$ cat config.mk
export PLATFORM = sky130hd
export DESIGN_NAME = ordered_list_engine_top
export DESIGN_NICKNAME = d
export VERILOG_FILES = /design/src/rtl/core/ole_pkg.sv /design/src/rtl/core/ordered_list_engine_top.sv
export SDC_FILE = /design/constraint.sdc
export NUM_CORES = 1
export LEC_CHECK = 0
export ABC_AREA = 0
export BUFFER_PORTS_ARGS = -buffer_cell sky130_fd_sc_hd__buf_2
export CAP_MARGIN = 20
export CORE_ASPECT_RATIO = 1.2
export CORE_MARGIN = 1.5
export CORE_UTILIZATION = 62
export CTS_BUF_LIST = sky130_fd_sc_hd__clkbuf_16
export DETAILED_ROUTE_END_ITERATION = 8
export PLACE_DENSITY = 0.85
export SLEW_MARGIN = 10
export SYNTH_ARGS = -nofsm -noshare
export SYNTH_HDL_FRONTEND = slang
export SYNTH_SLANG_ARGS = --single-unit
$ cat constraint.sdc
create_clock -name i_clk -period 7 [get_ports i_clk]
set_input_delay 1.4 -clock i_clk [delete_from_list [all_inputs] [get_ports i_clk]]
set_output_delay 1.4 -clock i_clk [all_outputs]
set_load 0.01 [all_outputs]
$ cat src/rtl/core/ole_pkg.sv
// Shared types and constants for the ordered list engine.
package ole_pkg;

    // List capacity and the widths that follow from it
    localparam int CAPACITY = 16;
    localparam int IDX_W    = (CAPACITY > 1) ? $clog2(CAPACITY) : 1;
    localparam int CNT_W    = $clog2(CAPACITY + 1);

    // Request codes
    localparam logic [2:0] REQ_INS_FRONT = 3'd0;
    localparam logic [2:0] REQ_INS_BACK  = 3'd1;
    localparam logic [2:0] REQ_DELETE    = 3'd2;
    localparam logic [2:0] REQ_SEARCH    = 3'd3;
    localparam logic [2:0] REQ_DUMP      = 3'd4;

    // Status codes
    localparam logic [1:0] STAT_DONE   = 2'd0;
    localparam logic [1:0] STAT_FULL   = 2'd1;
    localparam logic [1:0] STAT_ABSENT = 2'd2;

    // Sequencer states
    typedef enum logic [2:0] {
        S_IDLE,
        S_SCAN,
        S_SHIFT_UP,
        S_SHIFT_DN,
        S_DUMP,
        S_RESP
    } t_state;

    // Request item
    typedef struct packed {
        logic [2:0]          req_type;
        logic signed [31:0]  value;
    } t_in_item;

    // Result item
    typedef struct packed {
        logic [1:0]          status;
        logic                found;
        logic signed [31:0]  item_value;
        logic                item_valid;
        logic                last_flag;
        logic [4:0]          entry_count;
    } t_out_item;

endpackage

$ cat src/rtl/core/ordered_list_engine_top.sv
// Ordered list engine: bounded in-order list store with a walking sequencer.
// Holds up to ole_pkg::CAPACITY signed 32-bit entries in a single-port-read memory
// (one write, one registered read per cycle) and takes one request at a time;
// o_in_stall is high from the cycle after acceptance until the request's last
// item is loaded into the output register. Insert back, a dropped insert and an
// unused code go straight to the result. Insert front moves every entry one place
// toward the tail. Search and delete scan from the head, stopping on a hit or at
// the tail on a miss; a delete then closes up the tail. A dump gives one item per
// cycle when the output is not stalled. The pace everywhere is set by the memory's
// single read port and its read register. No clearing pass is needed after reset:
// entries at or beyond the length are never read.
module ordered_list_engine_top (
    input  logic                i_clk,
    input  logic                i_rst_n,
    input  logic                i_in_valid,
    output logic                o_in_stall,
    input  ole_pkg::t_in_item   i_in_item,
    output logic                o_out_valid,
    input  logic                i_out_stall,
    output ole_pkg::t_out_item  o_out_item
);

    // List store (no reset)
    logic signed [31:0] mem [ole_pkg::CAPACITY];

    // Control state
    ole_pkg::t_state                 r_state, n_state;
    logic [ole_pkg::CNT_W-1:0]       r_len, n_len;
    logic [ole_pkg::CNT_W-1:0]       r_ptr, n_ptr;
    logic [2:0]                      r_req, n_req;
    logic signed [31:0]              r_key, n_key;
    logic [1:0]                      r_resp_status, n_resp_status;
    logic                            r_resp_found, n_resp_found;
    logic                            r_out_valid, n_out_valid;
    ole_pkg::t_out_item              r_out_item, n_out_item;
    logic                            r_rd_vld, n_rd_vld;
    logic [ole_pkg::IDX_W-1:0]       r_rd_idx;
    logic signed [31:0]              r_rd_data;

    // Combinational controls
    logic                            out_free;
    logic                            rd_issue;
    logic                            rd_consume;
    logic [ole_pkg::IDX_W-1:0]       rd_addr;
    logic                            wr_en;
    logic [ole_pkg::IDX_W-1:0]       wr_addr;
    logic signed [31:0]              wr_data;
    logic [ole_pkg::CNT_W-1:0]       ptr_dec;
    logic [ole_pkg::CNT_W-1:0]       rd_idx_next;
    logic                            rd_hit;

    assign ptr_dec     = r_ptr - ole_pkg::CNT_W'(1);
    assign rd_idx_next = ole_pkg::CNT_W'(r_rd_idx) + ole_pkg::CNT_W'(1);
    assign rd_hit      = r_rd_vld && (r_rd_data == r_key);
    assign out_free    = !r_out_valid || !i_out_stall;

    // Sequencer: next state and memory controls
    always_comb begin
        n_state       = r_state;
        n_len         = r_len;
        n_ptr         = r_ptr;
        n_req         = r_req;
        n_key         = r_key;
        n_resp_status = r_resp_status;
        n_resp_found  = r_resp_found;
        n_out_valid   = r_out_valid && i_out_stall;
        n_out_item    = r_out_item;
        rd_issue      = 1'b0;
        rd_consume    = 1'b0;
        rd_addr       = r_ptr[ole_pkg::IDX_W-1:0];
        wr_en         = 1'b0;
        wr_addr       = r_ptr[ole_pkg::IDX_W-1:0];
        wr_data       = r_key;

        case (r_state)
            ole_pkg::S_IDLE: begin
                if (i_in_valid) begin
                    n_req         = i_in_item.req_type;
                    n_key         = i_in_item.value;
                    n_resp_status = ole_pkg::STAT_DONE;
                    n_resp_found  = 1'b0;
                    n_ptr         = '0;
                    case (i_in_item.req_type)
                        ole_pkg::REQ_INS_FRONT: begin
                            if (r_len >= ole_pkg::CNT_W'(ole_pkg::CAPACITY)) begin
                                n_resp_status = ole_pkg::STAT_FULL;
                                n_state       = ole_pkg::S_RESP;
                            end else begin
                                n_ptr   = r_len;
                                n_state = ole_pkg::S_SHIFT_DN;
                            end
                        end
                        ole_pkg::REQ_INS_BACK: begin
                            if (r_len >= ole_pkg::CNT_W'(ole_pkg::CAPACITY)) begin
                                n_resp_status = ole_pkg::STAT_FULL;
                            end else begin
                                wr_en   = 1'b1;
                                wr_addr = r_len[ole_pkg::IDX_W-1:0];
                                wr_data = i_in_item.value;
                                n_len   = r_len + ole_pkg::CNT_W'(1);
                            end
                            n_state = ole_pkg::S_RESP;
                        end
                        ole_pkg::REQ_DELETE, ole_pkg::REQ_SEARCH: begin
                            n_state = ole_pkg::S_SCAN;
                        end
                        ole_pkg::REQ_DUMP: begin
                            n_state = (r_len == '0) ? ole_pkg::S_RESP : ole_pkg::S_DUMP;
                        end
                        default: begin
                            n_state = ole_pkg::S_RESP;
                        end
                    endcase
                end
            end

            // Walk from the head looking for the key
            ole_pkg::S_SCAN: begin
                if (rd_hit) begin
                    rd_consume = 1'b1;
                    if (r_req == ole_pkg::REQ_DELETE) begin
                        n_ptr   = rd_idx_next;
                        n_state = ole_pkg::S_SHIFT_UP;
                    end else begin
                        n_resp_found = 1'b1;
                        n_state      = ole_pkg::S_RESP;
                    end
                end else begin
                    rd_consume = r_rd_vld;
                    if (r_ptr < r_len) begin
                        rd_issue = 1'b1;
                        n_ptr    = r_ptr + ole_pkg::CNT_W'(1);
                    end else if (!r_rd_vld) begin
                        if (r_req == ole_pkg::REQ_DELETE) begin
                            n_resp_status = ole_pkg::STAT_ABSENT;
                        end
                        n_state = ole_pkg::S_RESP;
                    end
                end
            end

            // Close up after a delete: entry i+1 moves to i
            ole_pkg::S_SHIFT_UP: begin
                if (r_rd_vld) begin
                    rd_consume = 1'b1;
                    wr_en      = 1'b1;
                    wr_addr    = r_rd_idx - ole_pkg::IDX_W'(1);
                    wr_data    = r_rd_data;
                end
                if (r_ptr < r_len) begin
                    rd_issue = 1'b1;
                    n_ptr    = r_ptr + ole_pkg::CNT_W'(1);
                end else if (!r_rd_vld) begin
                    n_len   = r_len - ole_pkg::CNT_W'(1);
                    n_state = ole_pkg::S_RESP;
                end
            end

            // Open a slot at the head: entry i moves to i+1, tail first
            ole_pkg::S_SHIFT_DN: begin
                if (r_rd_vld) begin
                    rd_consume = 1'b1;
                    wr_en      = 1'b1;
                    wr_addr    = r_rd_idx + ole_pkg::IDX_W'(1);
                    wr_data    = r_rd_data;
                end
                if (r_ptr != '0) begin
                    rd_issue = 1'b1;
                    rd_addr  = ptr_dec[ole_pkg::IDX_W-1:0];
                    n_ptr    = ptr_dec;
                end else if (!r_rd_vld) begin
                    wr_en   = 1'b1;
                    wr_addr = '0;
                    wr_data = r_key;
                    n_len   = r_len + ole_pkg::CNT_W'(1);
                    n_state = ole_pkg::S_RESP;
                end
            end

            // Stream entries head to tail
            ole_pkg::S_DUMP: begin
                if (r_rd_vld && out_free) begin
                    rd_consume             = 1'b1;
                    n_out_valid            = 1'b1;
                    n_out_item.status      = ole_pkg::STAT_DONE;
                    n_out_item.found       = 1'b0;
                    n_out_item.item_value  = r_rd_data;
                    n_out_item.item_valid  = 1'b1;
                    n_out_item.last_flag   = (rd_idx_next == r_len);
                    n_out_item.entry_count = 5'(r_len);
                    if (rd_idx_next == r_len) begin
                        n_state = ole_pkg::S_IDLE;
                    end
                end
                if ((r_ptr < r_len) && (!r_rd_vld || rd_consume)) begin
                    rd_issue = 1'b1;
                    n_ptr    = r_ptr + ole_pkg::CNT_W'(1);
                end
            end

            // Single-item result
            ole_pkg::S_RESP: begin
                if (out_free) begin
                    n_out_valid            = 1'b1;
                    n_out_item.status      = r_resp_status;
                    n_out_item.found       = r_resp_found;
                    n_out_item.item_value  = '0;
                    n_out_item.item_valid  = 1'b0;
                    n_out_item.last_flag   = 1'b1;
                    n_out_item.entry_count = 5'(r_len);
                    n_state                = ole_pkg::S_IDLE;
                end
            end

            default: begin
                n_state = ole_pkg::S_IDLE;
            end
        endcase

        n_rd_vld = rd_issue || (r_rd_vld && !rd_consume);
    end

    // State register
    always_ff @(posedge i_clk) begin
        if (!i_rst_n) begin
            r_state     <= ole_pkg::S_IDLE;
            r_len       <= '0;
            r_out_valid <= 1'b0;
            r_rd_vld    <= 1'b0;
        end else begin
            r_state     <= n_state;
            r_len       <= n_len;
            r_out_valid <= n_out_valid;
            r_rd_vld    <= n_rd_vld;
        end
    end

    // Payload registers
    always_ff @(posedge i_clk) begin
        r_ptr         <= n_ptr;
        r_req         <= n_req;
        r_key         <= n_key;
        r_resp_status <= n_resp_status;
        r_resp_found  <= n_resp_found;
        r_out_item    <= n_out_item;
    end

    // Memory: one write, one registered read
    always_ff @(posedge i_clk) begin
        if (wr_en) begin
            mem[wr_addr] <= wr_data;
        end
        if (rd_issue) begin
            r_rd_data <= mem[rd_addr];
            r_rd_idx  <= rd_addr;
        end
    end

    assign o_in_stall  = (r_state != ole_pkg::S_IDLE);
    assign o_out_valid = r_out_valid;
    assign o_out_item  = r_out_item;

    // Checks
    a_len_bound: assert property (@(posedge i_clk) disable iff (!i_rst_n)
        r_len <= ole_pkg::CNT_W'(ole_pkg::CAPACITY))
        else $error("list length beyond capacity");

    a_busy_after_accept: assert property (@(posedge i_clk) disable iff (!i_rst_n)
        (i_in_valid && !o_in_stall) |=> o_in_stall)
        else $error("request accepted but engine not busy");

    a_no_read_idle: assert property (@(posedge i_clk) disable iff (!i_rst_n)
        (r_state == ole_pkg::S_IDLE) |-> !r_rd_vld)
        else $error("read data pending while idle");

    a_entry_flags: assert property (@(posedge i_clk) disable iff (!i_rst_n)
        (o_out_valid && o_out_item.item_valid) |->
            (o_out_item.status == ole_pkg::STAT_DONE && !o_out_item.found))
        else $error("dump item with bad status");

endmodule
Word level (Yosys, flattened, before mapping). Memories as Yosys holds them, arrays and structs flattened. A register that Yosys moved wholly into a read port is not among the register bits. Cells that the tools add are included.

Equal/unequal tests: 31. Divide/modulo/power cells: 0. Reduce and logical (&&, ||, !) cells: 31. Multiplexer cells: 83. Shift-type cells: 0. $mul: 0. Bitwise logic cells: 0. Add/subtract/negate cells: 7. $lt $le $gt $ge: 2.

Operators with widths (number): $mux W32 (6); $pmux W32 S3 (1); $mux W42 (2); $pmux W42 S2 (1); $mux W5 (15); $mux W4 (9); $ne A2 B2 Y1 const B (17); $eq A32 B32 Y1 (1); $mux W3 (10); $pmux W5 S5 (1); $mux W1 (23); $pmux W3 S6 (1); $eq A3 B2 Y1 const B (5); $pmux W5 S3 (1); $pmux W4 S3 (1); $add A5 B1 Y5 const B (2); $mux W2 (5); $reduce_and A5 Y1 (2); $reduce_bool A5 Y1 (2); $sub A5 B1 Y5 const B (2); $eq A3 B3 Y1 const B (3); $pmux W3 S3 (1); $reduce_and A8 Y1 (1); $eq A3 B1 Y1 const B (2); 24 further kinds (40).

Input bits: 39. Memories kept: 1. Logic and storage cells: 171. ROM bits: 0. RAM bits: 512. Bits in latches: 0. Bits in registers: 99. Output and inout bits: 44.

Memory list: mem (depth 16, bits a word 32, read ports 1, clocked after memory_dff 1, wr ports 1, RTL line ordered_list_engine_top.sv:24) `logic signed [31:0] mem [ole_pkg::CAPACITY];`.

Depth between registers and ports, before layout. Gate-level depths: netlist of run 1.

Depth after elaboration: 10. Gate-level depth with buffers: 14.

Worst setup path after synthesis of run 1. OpenSTA, ideal clock, no wires.

Path kind: input to register. From: in i_in_item[33] (netlist bit). To: mem mem[0][0] (enable). Slack: 698 ps. Path buffers: 0. Setup time: 513 ps. Arrival time: 5789 ps. Stages on the path: 5. Cells stage by stage: nor4_1 nand2_1 a21o_1 a221o_1 nor4b_1.

Longest elaborated chain between the ends: 6.

RTL lines: start, declared (RTL line ordered_list_engine_top.sv:17) `input ole_pkg::t_in_item i_in_item,`; $eq A3 B1 Y1 * (RTL line ordered_list_engine_top.sv:83) `case (i_in_item.req_type)`; $mux W1 (RTL line ordered_list_engine_top.sv:83); $mux W1 (RTL line ordered_list_engine_top.sv:77) `if (i_in_valid) begin`; $pmux W1 S3 (RTL line ordered_list_engine_top.sv:75) `case (r_state)`; $mux W1 (RTL line ordered_list_engine_top.sv:250) `if (wr_en) begin`; $mux W1 (not written as such) (RTL line ordered_list_engine_top.sv:251) `mem[wr_addr] <= wr_data;`; end, declared (RTL line ordered_list_engine_top.sv:24).

Every way passes the cells marked *; elsewhere a longest branch is shown, timed or not.

Final worst setup path of run 1.
From: reg r_ptr[0] (netlist bit). To: reg r_rd_data[16] (read register of mem) (data pin).

Longest elaborated chain between the ends: 4.

RTL lines: start, declared (RTL line ordered_list_engine_top.sv:29) `logic [ole_pkg::CNT_W-1:0] r_ptr, n_ptr;`; start signal, assigned (RTL line ordered_list_engine_top.sv:240) `r_ptr <= n_ptr;`; $lt A5 B5 Y1 (RTL line ordered_list_engine_top.sv:130, ordered_list_engine_top.sv:150, ordered_list_engine_top.sv:195); $mux W1 / $logic_and A1 B1 Y1 (equally long branches) (RTL line ordered_list_engine_top.sv:130, ordered_list_engine_top.sv:150, ordered_list_engine_top.sv:195); $mux W1 (on tied branches) (RTL line ordered_list_engine_top.sv:119, ordered_list_engine_top.sv:195); $pmux W1 S4 (RTL line ordered_list_engine_top.sv:75); end, declared (RTL line ordered_list_engine_top.sv:38) `logic signed [31:0] r_rd_data;`.

Parallel ways exist; a longest one is shown, timed or not. A chain may end at the register's enable or synchronous reset.

==> results of run 1 <==
[flip-flops by register name, summed over array words and instances, names as in the netlist]
name	flops
r_state	3
r_len	5
r_req	3
r_rd_vld	1
o_out_valid	1
o_out_item	42
r_resp_found	1
r_key	32
r_rd_data	32
r_ptr	5
r_resp_status	2
r_rd_idx	4
mem	512
[kinds of logic (layout without fill, tap and decap cells)]
group           count (synthesis)  count (layout)  synth area share
simple gates                  921             921             0.152
flops                         643             643             0.723
compound gates                280             280            0.0677
buf+inv                       180             272            0.0299
xor+xnor                       55              55            0.0181
fa+ha+maj                      13              13           0.00640
mux                             7               7           0.00273
[synthesized netlist by cell type, types with 7 or more instances]
master,instances,area share
sky130_fd_sc_hd__dfxtp_1,10,0.0075
sky130_fd_sc_hd__clkbuf_1,52,0.0073
sky130_fd_sc_hd__buf_2,63,0.012
sky130_fd_sc_hd__nand4_1,40,0.0094
sky130_fd_sc_hd__a31oi_1,74,0.017
sky130_fd_sc_hd__buf_4,9,0.0025
sky130_fd_sc_hd__nand2_1,516,0.073
sky130_fd_sc_hd__inv_1,51,0.0072
sky130_fd_sc_hd__edfxtp_1,633,0.72
sky130_fd_sc_hd__a21oi_1,47,0.0088
sky130_fd_sc_hd__nor2_1,97,0.014
sky130_fd_sc_hd__ha_1,12,0.0056
sky130_fd_sc_hd__xor2_1,9,0.0030
sky130_fd_sc_hd__o21ai_1,15,0.0028
sky130_fd_sc_hd__nand3_1,172,0.032
sky130_fd_sc_hd__o21ai_0,71,0.013
sky130_fd_sc_hd__nor3_1,10,0.0019
sky130_fd_sc_hd__xnor2_1,46,0.015
sky130_fd_sc_hd__a222oi_1,32,0.012
sky130_fd_sc_hd__and2_1,43,0.010
sky130_fd_sc_hd__nor2b_1,7,0.0016
[power breakdown]
group          total, mW  switching [mW]  leakage, nW  internal [mW]
logic               3.34            2.41         3.53          0.931
clock network       3.14            1.37        0.939           1.77
registers           4.97           0.226         5.81           4.74
total               11.5            4.00         10.3           7.45
[worst max-delay path, cell delays in order, from the launching register on]
cell and delay (ns):
sky130_fd_sc_hd__edfxtp_1 0.85, sky130_fd_sc_hd__clkinv_1 0.50, sky130_fd_sc_hd__ha_1 0.36, sky130_fd_sc_hd__nor4b_2 0.20
sky130_fd_sc_hd__or3_1 0.35, sky130_fd_sc_hd__and2_4 0.38, sky130_fd_sc_hd__inv_4 0.87, sky130_fd_sc_hd__buf_4 0.54
sky130_fd_sc_hd__nor2_1 0.08, sky130_fd_sc_hd__o21ai_0 0.27, sky130_fd_sc_hd__nand4_1 0.13, sky130_fd_sc_hd__nand3_1 0.12
[layout make-up]
class,count,area share
flip-flops and latches,643,0.651
clock inverters,45,0.0145
well taps,546,0.0232
inverters,55,0.00717
clock buffers,57,0.0484
repair buffers,115,0.0257
multi-input cells,1276,0.230
[metrics by stage]
stage / cell area (sq um) / worst slack [ns] / std cells / hold WS (ns) / power (mW)
after floorplan: 26600 / 0.698 / 2099 / 0.406 / 7.18
after global placement: 27500 / 2.02 / 2627 / 0.540 / 8.09
after detailed placement: 27500 / 1.88 / 2627 / 0.536 / 8.22
after CTS: 29300 / 2.21 / 2729 / 0.552 / 11.3
after global routing: 29500 / 1.83 / 2737 / 0.566 / 11.8
final: 29500 / 2.10 / 2737 / 0.551 / 11.5
[worst max path at each step]
stage | endpoint | slack, ns
detailed placement | mem[15][18]$_DFFE_PP_ | 1.88
global placement | mem[3][19]$_DFFE_PP_ | 2.02
floorplan | mem[0][0]$_DFFE_PP_ | 0.70
global route | r_rd_data[16]$_DFFE_PP_ | 1.83
CTS | r_rd_data[16]$_DFFE_PP_ | 2.21
finish | r_rd_data[16]$_DFFE_PP_ | 2.10
[routing by layer]
| layer | vias to the layer above | share of wire | track usage |
|---|---|---|---|
| met5 | - | 0.00017 | 0 |
| met4 | 2 | 0.054 | 0.175 |
| met3 | 284 | 0.12 | 0.0633 |
| met2 | 1547 | 0.48 | 0.505 |
| met1 | 8737 | 0.34 | 0.398 |
| li1 | 7752 | - | - |
==> results.json, run 1 <==
{
  "insertion_delay_ns": 0.61,
  "timing.final.setup_violations": 0,
  "tightest_slew_ns": 1.19,
  "avgRoutedWirePerCell_um": 25.6,
  "crit-reg2reg-capture": "r_rd_data[16]$_DFFE_PP_",
  "count_of_flip_flops_with_a_built_in_enable_after_synthesis": 633,
  "synth.net_count": 2151,
  "cp_data_arrival_time_ns": 5.35,
  "cts_buffers": 56,
  "crit_path_start": "r_ptr[0]$_DFFE_PP_",
  "cell_at_the_root_of_the_clock_tree": "sky130_fd_sc_hd__clkbuf_16",
  "syn-instance-count": 2099,
  "worstSetupStartpointType": "flip-flop",
  "grt_pass1_wl_um": 103000,
  "post_synth_num_cell_types": 66,
  "cts_resized": 0,
  "holdBufCountCts": 0,
  "timing.final.crit_period_ns": 4.90,
  "multi_input_comb_area_sq_um": 6780,
  "drtPass1Iterations": 9,
  "worstHoldStart": "r_resp_found$_DFFE_PP_",
  "r2r.worst_path.cells": 11,
  "total_leakage_power_nw": 10.3,
  "die_h_um": 230,
  "cts.reportedPaths.clkPinSlew_ns": 0.06,
  "via_count": 18300,
  "design.die.area_sq_um": 44100,
  "maxCapViolations": 0,
  "seq_area_sq_um": 19200,
  "outcome": "finished, final reports clean",
  "max_clock_freq_ghz": 0.204,
  "slew_violations": 0,
  "cts_sinks": 643,
  "antenna_found_initial": 1,
  "number_of_global_route_vias_before_repair": 17900,
  "grt-ovfl-total": 0,
  "initial_utilization": 0.632,
  "finish.net_count": 2199,
  "antenna-diode-count": 0,
  "maximum_number_of_pins_on_one_net_before_global_route_repair": 94,
  "rows": 82,
  "synthToLayoutAreaGrowth_pct": 11.0,
  "synth_area_per_cell_sq_um": 12.7,
  "synth.yosys.warnings": 0,
  "timing.critical_path.fanout_max": 93,
  "grt_use_total": 0.313,
  "hold_path_end": "o_out_item[39]$_SDFFCE_PN0P_",
  "drive_gt1_frac": 0.108,
  "vdd_drop_max_mv": 0.339,
  "rsz0062_at_grt": "no",
  "timing.max_slew.rel_slack": 0.208,
  "tns_ns": 0,
  "ys_ff_latch": 643,
  "final_core_utilization": 0.701,
  "hold_viol_final": 0,
  "drt_drc_violations_left": 0,
  "crit_type": "flip-flop to flip-flop",
  "detail_route.vias_per_cell": 6.69,
  "io_buffers": 82,
  "die_w_um": 192,
  "cts_htree_levels": 2,
  "io_pins": 83,
  "postRouteWirelength_um": 70100,
  "final_min_period_over_clock_period": 0.700,
  "clockBufferDepth": 3,
  "hold_class": "flip-flop to flip-flop",
  "synthFlopType": "sky130_fd_sc_hd__edfxtp_1",
  "mappedNetlistArea_sq_um": 26600,
  "worst-endpoint-required_ns": 7.45,
  "nFillCells": 2577,
  "reg2reg_setup_slack_ns": 2.10,
  "post_cts.repair.setup_buffers": 0,
  "hold_path_depth": 1,
  "hpwl_um": 39100,
  "antenna_violating_nets_post_route": 0,
  "routabilityCongestion": 0.935,
  "tritoncts_clock_tree": "yes",
  "coreArea_sq_um": 42100,
  "powerDensity_nw_per_um2": 388,
  "critical_path.endpoint_type": "flip-flop",
  "finClkSkew_ns": 0.0234,
  "layout.cells.most_common": "sky130_fd_sc_hd__edfxtp_1",
  "postSynth.asyncResetShare": 0,
  "synth_seq_area_share": 0.723,
  "initialDrtViolationCount": 2927,
  "reg_to_reg_critical_path_startpoint": "r_ptr[0]$_DFFE_PP_",
  "most-common-layout-cells": "sky130_fd_sc_hd__edfxtp_1 (633), sky130_fd_sc_hd__nand2_1 (516), sky130_fd_sc_hd__nand3_1 (172), sky130_fd_sc_hd__nor2_1 (90), sky130_fd_sc_hd__buf_2 (82)"
}
Power figures use the tool's default switching activity.
==> inputs of run 2 (changes only) <==
CORE_UTILIZATION = 56   (was 62)
PLACE_DENSITY = 0.82   (was 0.85)
clock period = 4.1 ns   (was 7 ns; I/O delays follow)
==> results.json, run 2 (synthesized netlist as in run 1, its figures left out) <==
{
  "outcome": "finished, final reports clean",
  "io_pins": 83,
  "avgRoutedWirePerCell_um": 23.9,
  "largest_reg_flops": 512,
  "initial_utilization": 0.567,
  "antenna-diode-count": 0,
  "drive_gt1_frac": 0.119,
  "grt-ovfl-total": 0,
  "hpwl_um": 40200,
  "total_leakage_power_nw": 10.5,
  "max_clock_freq_ghz": 0.287,
  "finish.net_count": 2236,
  "tightest_slew_ns": 1.14,
  "rows": 87,
  "cp_data_arrival_time_ns": 3.79,
  "synthToLayoutAreaGrowth_pct": 12.3,
  "timing.critical_path.fanout_max": 17,
  "postPlaceCellArea_sq_um": 28100,
  "nFillCells": 3169,
  "hold_class": "input port to flip-flop",
  "dpl_worst_slack_ns": 0.200,
  "worst-endpoint-required_ns": 4.41,
  "final_core_utilization": 0.636,
  "die_h_um": 242,
  "worstSetupStartpointType": "flip-flop",
  "timing.final.crit_period_ns": 3.48,
  "die_w_um": 202,
  "power.total_mw": 19.2,
  "multi_input_comb_area_sq_um": 6800,
  "most-common-layout-cells": "sky130_fd_sc_hd__edfxtp_1 (633), sky130_fd_sc_hd__nand2_1 (516), sky130_fd_sc_hd__nand3_1 (172), sky130_fd_sc_hd__nor2_1 (90), sky130_fd_sc_hd__buf_2 (82)",
  "io_buffers": 82,
  "antenna_found_initial": 3,
  "drt_drc_violations_left": 0,
  "timing.final.setup_violations": 0,
  "via_count": 17800,
  "cts_buffers": 56,
  "clockBufferDepth": 3,
  "detail_route.vias_per_cell": 6.23,
  "antenna_violating_nets_post_route": 0,
  "finClkSkew_ns": 0.0170,
  "tritoncts_clock_tree": "yes",
  "largest-register": "mem",
  "crit_type": "flip-flop to flip-flop",
  "dp.cells": 2745,
  "layout.cells.most_common": "sky130_fd_sc_hd__edfxtp_1",
  "critical_path.endpoint_type": "flip-flop",
  "maximum_number_of_pins_on_one_net_before_global_route_repair": 133,
  "powerDensity_nw_per_um2": 643,
  "cts_resized": 0,
  "coreArea_sq_um": 46900,
  "cts_sinks": 643,
  "routabilityCongestion": 0.972,
  "drtPass1Iterations": 6,
  "post_cts.repair.setup_buffers": 0,
  "cell_at_the_root_of_the_clock_tree": "sky130_fd_sc_hd__clkbuf_16",
  "insertion_delay_ns": 0.61,
  "design.die.area_sq_um": 48800,
  "final_area_sq_um": 29900,
  "hold_viol_final": 0,
  "number_of_global_route_vias_before_repair": 17700,
  "timing.max_slew.rel_slack": 0.237,
  "maxCapViolations": 0,
  "seq_area_sq_um": 19200,
  "initialDrtViolationCount": 2725,
  "slew_violations": 0,
  "cts.reportedPaths.clkPinSlew_ns": 0.07,
  "final-instance-count-excl-fill": 2849,
  "grt_use_total": 0.278,
  "cts_htree_levels": 2,
  "grt_pass1_wl_um": 102000,
  "holdBufCountCts": 0,
  "vdd_drop_max_mv": 0.459,
  "rsz0062_at_grt": "no",
  "final_min_period_over_clock_period": 0.849,
  "final_critical_path_setup_slack_ns": 0.617,
  "postRouteWirelength_um": 68100
}
run 2: cell types whose count changed in the layout (fill, tap and decap cells not counted), moves of 2 or more:
cell / before / now
sky130_fd_sc_hd__bufinv_16: 8 / 2
sky130_fd_sc_hd__buf_4: 25 / 50
sky130_fd_sc_hd__buf_12: 5 / 16
sky130_fd_sc_hd__clkinv_1: 14 / 16
sky130_fd_sc_hd__clkinvlp_4: 4 / 0
sky130_fd_sc_hd__inv_1: 62 / 67
run 2: routing by layer:
metal | global-route usage | share of wire | up-vias
li1 | - | - | 7805
met1 | 0.348 | 0.36 | 8544
met2 | 0.450 | 0.49 | 1160
met3 | 0.0542 | 0.10 | 239
met4 | 0.163 | 0.057 | 2
met5 | 0 | 0.00012 | -
run 2: final cells by class:
| cell class | count | area share |
|---|---|---|
| clock buffers | 57 | 0.0478 |
| multi-input cells | 1276 | 0.228 |
| inverters | 55 | 0.00708 |
| flip-flops and latches | 643 | 0.643 |
| clock inverters | 43 | 0.00800 |
| repair buffers | 152 | 0.0400 |
| well taps | 623 | 0.0261 |
run 2: critical path: stages (launching register included):
cell and delay (ns):
sky130_fd_sc_hd__dfxtp_1 0.60, sky130_fd_sc_hd__inv_1 0.18, sky130_fd_sc_hd__nor2_1 0.16, sky130_fd_sc_hd__and2_2 0.34, sky130_fd_sc_hd__a22o_1 0.23, sky130_fd_sc_hd__a21o_1 0.33, sky130_fd_sc_hd__nand2b_1 0.35, sky130_fd_sc_hd__nor2_4 0.70
sky130_fd_sc_hd__buf_12 0.27
run 2: power breakdown:
| group | internal (mW) | leakage (nW) | switching, mW |
|---|---|---|---|
| registers | 8.09 | 5.81 | 0.296 |
| clock network | 2.63 | 0.882 | 2.27 |
| logic | 1.79 | 3.77 | 4.13 |
run 2: stage by stage:
step	TNS (ns)	hold slack (ns)
6_report	0	0.402
5_1_grt	0	0.386
4_1_cts	0	0.376
3_5_place_dp	0	0.543
3_3_place_gp	0	0.540
2_1_floorplan	-49.94	0.406
run 2: worst paths after layout:
path / from / endpoint / slack (ns) / cells past startpoint
worst min register to register: r_resp_status[1]$_SDFFCE_PP1P_ / o_out_item[41]$_SDFFCE_PN0P_ / 0.55 / 1
worst max register to register: r_state[1]$_SDFFE_PN0P_ / mem[15][23]$_DFFE_PP_ / 0.62 / 8
worst max-delay path: r_state[1]$_SDFFE_PN0P_ / mem[15][23]$_DFFE_PP_ / 0.62 / 8
worst min-delay path: i_in_item[28] / r_key[28]$_DFFE_PP_ / 0.40 / 1
